## config.mk

```make
export PLATFORM = sky130hd
export DESIGN_NAME = pixel_format_to_rgba8_top
export DESIGN_NICKNAME = d
export VERILOG_FILES = /design/src/hw/rtl/pf2r_pkg.sv /design/src/hw/rtl/pf2r_decode.sv /design/src/hw/rtl/pf2r_mult.sv /design/src/hw/rtl/pf2r_finish.sv /design/src/hw/rtl/pixel_format_to_rgba8_top.sv
export SDC_FILE = /design/constraint.sdc
export NUM_CORES = 1
export LEC_CHECK = 0
export BUFFER_PORTS_ARGS = -buffer_cell sky130_fd_sc_hd__buf_2
export CORE_UTILIZATION = 30
export CTS_CLUSTER_DIAMETER = 120
export DETAILED_ROUTE_END_ITERATION = 8
export PLACE_DENSITY = 0.5
export SYNTH_ARGS = -nofsm -noshare
export SYNTH_HDL_FRONTEND = slang
export SYNTH_SLANG_ARGS = --single-unit
```

## constraint.sdc

```tcl
create_clock -name clk -period 3.52 [get_ports clk]
set_input_delay 0.176 -clock clk [delete_from_list [all_inputs] [get_ports clk]]
set_output_delay 0.176 -clock clk [all_outputs]
set_load 0.02 [all_outputs]
```

## src/hw/rtl/pf2r_pkg.sv

```systemverilog
`default_nettype none
package pf2r_pkg;

  localparam logic [2:0] FMT_RGBA8     = 3'd0;
  localparam logic [2:0] FMT_BGRA8     = 3'd1;
  localparam logic [2:0] FMT_HALF      = 3'd2;
  localparam logic [2:0] FMT_RGB10A2   = 3'd3;
  localparam logic [2:0] FMT_R11G11B10 = 3'd4;

  localparam int NumChan = 4;
  localparam int ChanW   = 8;
  localparam int FmtW    = 3;
  localparam int SigW    = 11;
  localparam int ShiftW  = 5;
  localparam int ProdW   = SigW + ChanW;

  typedef enum logic [1:0] {
    MODE_CONST = 2'd0,
    MODE_FLOAT = 2'd1,
    MODE_UNORM = 2'd2
  } chan_mode_t;

  // Work left for one channel after decode.
  typedef struct packed {
    chan_mode_t          mode;
    logic [ChanW-1:0]    value;
    logic [SigW-1:0]     sig;
    logic [ShiftW-1:0]   shift;
  } chan_op_t;

  // Same channel after the multiply by 255.
  typedef struct packed {
    chan_mode_t          mode;
    logic [ChanW-1:0]    value;
    logic [ProdW-1:0]    prod;
    logic [ShiftW-1:0]   shift;
  } chan_prod_t;

  // Per-pixel flags that ride along the pipeline.
  typedef struct packed {
    logic unsupported;
    logic last;
  } pix_side_t;

endpackage
`default_nettype wire

```

## src/hw/rtl/pf2r_decode.sv

```systemverilog
`default_nettype none
module pf2r_decode (
  input  wire logic                                clk,
  input  wire logic                                en,
  input  wire logic [pf2r_pkg::FmtW-1:0]           pixel_format,
  input  wire logic [63:0]                         raw_pixel,
  input  wire logic                                last_in,
  output pf2r_pkg::chan_op_t [pf2r_pkg::NumChan-1:0] ops,
  output pf2r_pkg::pix_side_t                      side
);
  import pf2r_pkg::*;

  localparam logic [4:0]        ExpMax    = 5'd31;
  localparam logic [4:0]        ExpOne    = 5'd15;
  localparam logic [ShiftW-1:0] ShiftBase = 5'd25;
  localparam logic [ShiftW-1:0] ShiftDen  = 5'd24;

  chan_op_t [NumChan-1:0] ops_next;
  pix_side_t              side_next;
  logic [31:0]            w;

  function automatic chan_op_t const_op(input logic [ChanW-1:0] v);
    chan_op_t op;
    op.mode  = MODE_CONST;
    op.value = v;
    op.sig   = '0;
    op.shift = '0;
    return op;
  endfunction

  function automatic chan_op_t unorm_op(input logic [9:0] v);
    chan_op_t op;
    op.mode  = MODE_UNORM;
    op.value = '0;
    op.sig   = {1'b0, v};
    op.shift = '0;
    return op;
  endfunction

  // Unsigned float, 5-bit exponent with bias 15, mantissa left-aligned to 10 bits.
  // The result is floor(x*255) = (sig*255) >> (25 - e) for values below one.
  function automatic chan_op_t ufloat_op(input logic [4:0] e, input logic [9:0] m);
    chan_op_t op;
    op = const_op('0);
    if (e == ExpMax) begin
      op.value = (m != '0) ? 8'd0 : 8'hFF;
    end else if (e >= ExpOne) begin
      op.value = 8'hFF;
    end else if (e == '0) begin
      op.mode  = MODE_FLOAT;
      op.sig   = {1'b0, m};
      op.shift = ShiftDen;
    end else begin
      op.mode  = MODE_FLOAT;
      op.sig   = {1'b1, m};
      op.shift = ShiftBase - e;
    end
    return op;
  endfunction

  // Any negative half, including NaN with the sign set, gives zero.
  function automatic chan_op_t half_op(input logic [15:0] h);
    chan_op_t op;
    if (h[15]) begin
      op = const_op('0);
    end else begin
      op = ufloat_op(h[14:10], h[9:0]);
    end
    return op;
  endfunction

  assign w = raw_pixel[31:0];

  always_comb begin
    side_next.unsupported = 1'b0;
    side_next.last        = last_in;
    ops_next              = '0;
    case (pixel_format)
      FMT_RGBA8: begin
        ops_next[0] = const_op(w[7:0]);
        ops_next[1] = const_op(w[15:8]);
        ops_next[2] = const_op(w[23:16]);
        ops_next[3] = const_op(w[31:24]);
      end
      FMT_BGRA8: begin
        ops_next[0] = const_op(w[23:16]);
        ops_next[1] = const_op(w[15:8]);
        ops_next[2] = const_op(w[7:0]);
        ops_next[3] = const_op(w[31:24]);
      end
      FMT_HALF: begin
        ops_next[0] = half_op(raw_pixel[15:0]);
        ops_next[1] = half_op(raw_pixel[31:16]);
        ops_next[2] = half_op(raw_pixel[47:32]);
        ops_next[3] = half_op(raw_pixel[63:48]);
      end
      FMT_RGB10A2: begin
        ops_next[0] = unorm_op(w[9:0]);
        ops_next[1] = unorm_op(w[19:10]);
        ops_next[2] = unorm_op(w[29:20]);
        // a*85 for a two-bit alpha is the pair repeated four times.
        ops_next[3] = const_op({w[31:30], w[31:30], w[31:30], w[31:30]});
      end
      FMT_R11G11B10: begin
        ops_next[0] = ufloat_op(w[10:6], {w[5:0], 4'b0});
        ops_next[1] = ufloat_op(w[21:17], {w[16:11], 4'b0});
        ops_next[2] = ufloat_op(w[31:27], {w[26:22], 5'b0});
        ops_next[3] = const_op(8'hFF);
      end
      default: begin
        side_next.unsupported = 1'b1;
      end
    endcase
  end

  always_ff @(posedge clk) begin
    if (en) begin
      ops  <= ops_next;
      side <= side_next;
    end
  end

endmodule
`default_nettype wire

```

## src/hw/rtl/pf2r_mult.sv

```systemverilog
`default_nettype none
module pf2r_mult (
  input  wire logic                  clk,
  input  wire logic                  en,
  input  wire pf2r_pkg::chan_op_t    op,
  output pf2r_pkg::chan_prod_t       prod
);
  import pf2r_pkg::*;

  chan_prod_t prod_next;

  always_comb begin
    prod_next.mode  = op.mode;
    prod_next.value = op.value;
    prod_next.shift = op.shift;
    // sig*255 as sig*256 - sig.
    prod_next.prod  = {op.sig, {ChanW{1'b0}}} - {{ChanW{1'b0}}, op.sig};
  end

  always_ff @(posedge clk) begin
    if (en) begin
      prod <= prod_next;
    end
  end

endmodule
`default_nettype wire

```

## src/hw/rtl/pf2r_finish.sv

```systemverilog
`default_nettype none
module pf2r_finish (
  input  wire logic                        clk,
  input  wire logic                        en,
  input  wire pf2r_pkg::chan_prod_t        prod,
  output logic [pf2r_pkg::ChanW-1:0]       chan
);
  import pf2r_pkg::*;

  localparam int QW = ProdW - 10;
  localparam logic [10:0] Den = 11'd1023;

  logic [ChanW-1:0] chan_next;
  logic [ProdW-1:0] shifted;
  logic [QW-1:0]    q0;
  logic [10:0]      rem;
  logic [QW-1:0]    quot;

  // Division by 1023: x>>10 is low by at most one, and the remainder
  // x - 1023*q0 reduces to the low ten bits plus q0.
  assign q0      = prod.prod[ProdW-1:10];
  assign rem     = {1'b0, prod.prod[9:0]} + {{(11-QW){1'b0}}, q0};
  assign quot    = q0 + {{(QW-1){1'b0}}, (rem >= Den)};
  assign shifted = prod.prod >> prod.shift;

  always_comb begin
    case (prod.mode)
      MODE_FLOAT: chan_next = shifted[ChanW-1:0];
      MODE_UNORM: chan_next = quot[ChanW-1:0];
      default:    chan_next = prod.value;
    endcase
  end

  always_ff @(posedge clk) begin
    if (en) begin
      chan <= chan_next;
    end
  end

endmodule
`default_nettype wire

```

## src/hw/rtl/pixel_format_to_rgba8_top.sv

```systemverilog
// Channel  Handshake             Payload
// in       in_valid / in_stall   raw_pixel, last_in
// out      out_valid / out_stall red, green, blue, alpha, unsupported, last_out
// cfg      cfg_wr_en             cfg_wr_data (pixel format)
//
// Three register stages: decode, multiply by 255, shift or divide by 1023.
// One pixel per cycle while out_stall lets the pipeline move.
// The rate is set by the single-entry registers of each stage.
// rst is synchronous and clears the valid bits and the format register.
// A stage takes a new request whenever it is empty or its content moves on,
// so out_stall holds the whole pipeline without dropping or repeating data.
`default_nettype none
module pixel_format_to_rgba8_top (
  input  wire logic                          clk,
  input  wire logic                          rst,
  input  wire logic                          cfg_wr_en,
  input  wire logic [pf2r_pkg::FmtW-1:0]     cfg_wr_data,
  input  wire logic                          in_valid,
  output logic                               in_stall,
  input  wire logic [63:0]                   raw_pixel,
  input  wire logic                          last_in,
  output logic                               out_valid,
  input  wire logic                          out_stall,
  output logic [pf2r_pkg::ChanW-1:0]         red,
  output logic [pf2r_pkg::ChanW-1:0]         green,
  output logic [pf2r_pkg::ChanW-1:0]         blue,
  output logic [pf2r_pkg::ChanW-1:0]         alpha,
  output logic                               unsupported,
  output logic                               last_out
);
  import pf2r_pkg::*;

  logic [FmtW-1:0]        pixel_format;
  logic                   valid1;
  logic                   valid2;
  logic                   en1;
  logic                   en2;
  logic                   en3;
  chan_op_t [NumChan-1:0] ops;
  pix_side_t              side1;
  pix_side_t              side2;
  chan_prod_t [NumChan-1:0] prods;
  logic [NumChan-1:0][ChanW-1:0] chans;

  assign en3      = !out_valid || !out_stall;
  assign en2      = !valid2 || en3;
  assign en1      = !valid1 || en2;
  assign in_stall = !en1;

  always_ff @(posedge clk) begin
    if (rst) begin
      pixel_format <= FMT_RGBA8;
    end else if (cfg_wr_en) begin
      pixel_format <= cfg_wr_data;
    end
  end

  always_ff @(posedge clk) begin
    if (rst) begin
      valid1    <= 1'b0;
      valid2    <= 1'b0;
      out_valid <= 1'b0;
    end else begin
      if (en1) begin
        valid1 <= in_valid;
      end
      if (en2) begin
        valid2 <= valid1;
      end
      if (en3) begin
        out_valid <= valid2;
      end
    end
  end

  always_ff @(posedge clk) begin
    if (en2) begin
      side2 <= side1;
    end
    if (en3) begin
      unsupported <= side2.unsupported;
      last_out    <= side2.last;
    end
  end

  pf2r_decode u_decode (
    .clk          (clk),
    .en           (en1),
    .pixel_format (pixel_format),
    .raw_pixel    (raw_pixel),
    .last_in      (last_in),
    .ops          (ops),
    .side         (side1)
  );

  for (genvar i = 0; i < NumChan; i++) begin : g_chan
    pf2r_mult u_mult (
      .clk  (clk),
      .en   (en2),
      .op   (ops[i]),
      .prod (prods[i])
    );

    pf2r_finish u_finish (
      .clk  (clk),
      .en   (en3),
      .prod (prods[i]),
      .chan (chans[i])
    );
  end

  assign red   = chans[0];
  assign green = chans[1];
  assign blue  = chans[2];
  assign alpha = chans[3];

endmodule
`default_nettype wire

```

==> impl_metrics.ini <==
[yosys]
synth-seq-area-share_pct = 49.92
ys_seq_elements = 278
synthXorXnorAreaFrac_pct = 5.328
netlist_instances = 1356
async_flop_share_pct = 0
ys.flop_type = edfxtp_1
synth_warnings = 0
synth.mux.area_fraction_pct = 11.84
synthAdderAreaFrac_pct = 5.637
synth_top_family_by_area = compound AO/OA/AOI/OAI gates
netlist_area_sq_mm = 0.01660
syn-num-nets = 1502
yosys.area_share.simple_pct = 11.27
syn_area_per_cell_sq_um = 12.24
synth-edff-count = 272
synth_compound_gate_area_share_pct = 12.49
yosysUniqueCellTypes = 75

[global_route]
grt.total_usage_pct = 15.46
grt_pass1_vias = 11890
grt_start_max_net_pins = 68
grt.overflow.total = 0
antenna_found_initial = 5
grt_pass1_wl_mm = 68.05

[timing]
fin_worst_skew_ps = 19.94
final_hold_viol_count = 0
rsz0062_at_grt = true
worst_slew_pin_slew_ps = 1096
finalSetupViolCount = 0
post-route-min-period_ps = 3384
max_slew_margin_pct = 26.66
max_freq_mhz = 295.5
final_max_slew_viol_count = 0
fin_crit_sh_pct = 96.13

[placed_design]
gp_congestion = 0.9014
place_area_sq_mm = 0.01808
placed_cells = 2136
portBuffers = 108
dpl.hpwl_mm = 33.00

[route]
drc = 0
drt-total-wl_mm = 43.95
drt_iter0_drc = 985
viasPerCell = 5.265
ant_nets = 0
drt_pass1_iterations = 8
via_count = 11770
routedWlPerCell_um = 19.66

[final_layout]
layout-area-overhead-vs-synth_pct = 18.45
drive_gt1_share_pct = 20.29
layout.nets = 1658
multiInputGateArea_sq_mm = 0.007864
layout_commonest_cell = edfxtp_1
seqCellArea_sq_mm = 0.008288
nFillCells = 5326
finalNonFillerCells = 2235
design_area_sq_mm = 0.01967
mostFrequentLayoutCells = edfxtp_1 (272), buf_2 (108), nand2_1 (95)

[setup_path]
setup.worst_path.end_class = flop
start_kind = flop
crit_top_cell = ha_2
crit_fanout = 3
crit_chain = ha_2, inv_1, fa_1, nor2b_1, nand4_1, a211oi_2, o21ai_1, o41ai_2, ha_2, and3_4, nand3_1, xnor2_1, a221oi_2, o31ai_1
required_ps = 3770
path_buf_inv = 1
path_class = flop to flop
cp_top_family = compound AO/OA/AOI/OAI gates
max_stage_delay_ps = 420
arrival_ps = 3640
cp_num_cells = 14
r2r_cells = 14
slowest_stage = fa_1

[floorplanning]
chipWidth_um = 237.2
die_h_um = 237.2
num_rows = 85
dieArea_sq_mm = 0.05629
core_sq_mm = 0.05424
io_pins = 109
start_util_pct = 30.61

[clock_tree]
worstSkewPairLatency_ps = 540
path_clk_slew_ps = 60
clock_sinks = 278
clockBufferDepth = 3
cts_made_buffers = 34
htreeDepth = 2
cts_tree = yes
root_buffer = clkbuf_16

[power_and_ir_drop]
finalPower_uw = 10190
p_leak_uw = 0.008033
vdd_drop_max_uv = 275.2
p_per_area_mw_per_mm2 = 518.3

[min_path]
min_delay_path_depth = 2
min_path_type = primary input to flop

[run]
drv_cap = 0

[outcome]
status = finished, final reports clean
## per-stage QoR
stage	util [%]	TNS [ps]	setup slack [ps]	hold WS, ps
finish	36.26	0	136.1	50.19
global route	36.25	-42.43	-20.21	34.24
CTS	36.03	0	60.10	25.12
detailed placement	33.33	-160.4	-81.20	357.7
global placement	33.33	0	33.03	354.4
floorplan	-	0	272.5	248.4
## report_power, final
| part | internal, uW | switching [uW] |
|---|---|---|
| sequential | 4080 | 311 |
| clock | 2060 | 1410 |
| combinational | 1090 | 1240 |
| total | 7230 | 2960 |
## what timing repair did
| item | 4_1_cts | 5_1_grt |
|---|---|---|
| setup buffers | 0 | 2 |
| pin swaps | 0 | 13 |
| endpoints found under the hold margin | 30 | 0 |
| hold buffers | 34 | 0 |
| resized for setup | 2 | 25 |
| endpoints found under the setup margin | 5 | 13 |
## cells in the mapped netlist (all sizes together) (24+ instances only)
library cell	count	area, sq um
a21oi	42	210.2
a221o	30	300.3
buf	24	125.1
clkbuf	42	157.7
edfxtp	272	8168
ha	70	875.8
inv	80	300.3
mux2i	40	400.4
mux4	66	1486
nand2	97	364.1
nand3	29	145.1
nor2	61	229.0
nor3	31	165.2
o21ai	53	265.3
xnor2	64	560.5
xor2	37	324.1
## flip-flops by register name (all words and copies together), names as in the netlist
| register | flops |
|---|---|
| g_chan.u_mult.prod | 133 |
| u_decode.ops | 101 |
| g_chan.u_finish.chan | 32 |
| pixel_format | 3 |
| side2 | 2 |
| u_decode.side | 2 |
| last_out | 1 |
| out_valid | 1 |
| unsupported | 1 |
| valid1 | 1 |
| valid2 | 1 |
## logic make-up (layout without fill, tap and decap cells)
group | count (synthesis) | in the layout
AOI/OAI and AO/OA | 284 | 284
and+or+nand+nor | 361 | 361
buffers and inverters | 146 | 328
adders and majority gates | 73 | 73
other | 0 | 1
DFF | 278 | 278
muxes | 113 | 113
xor gates and xnor gates | 101 | 101
## area by class of cell
type                    instances  share of cell area [%]
diodes                          1                 0.01273
clock buffers                  41                   4.568
clock inverters                21                   1.088
inverters                      80                   1.546
multi-input cells             932                   39.99
flip-flops and latches        278                   42.15
well taps                     696                   4.428
repair buffers                186                   6.223
## metal layers
| metal | wire length (um) | GRT usage [%] | vias to the layer above |
|---|---|---|---|
| li1 | - | - | 5604 |
| met1 | 19180 | 19.50 | 5750 |
| met2 | 20820 | 25.81 | 325 |
| met3 | 2585 | 3.728 | 83 |
| met4 | 1335 | 5.318 | 6 |
| met5 | 32 | 0 | - |
## final timing paths
kind | to | from | slack [ps]
worst max-delay path | g_chan[1].u_finish.chan[7] | g_chan[1].u_mult.prod[15] | 140
worst min-delay path | u_decode.ops[5] | raw_pixel[0] | 50
worst max register to register | g_chan[1].u_finish.chan[7] | g_chan[1].u_mult.prod[15] | 140
worst min register to register | g_chan[1].u_mult.prod[28] | u_decode.ops[46] | 420
Note: power is estimated with default switching activity, not from simulation.
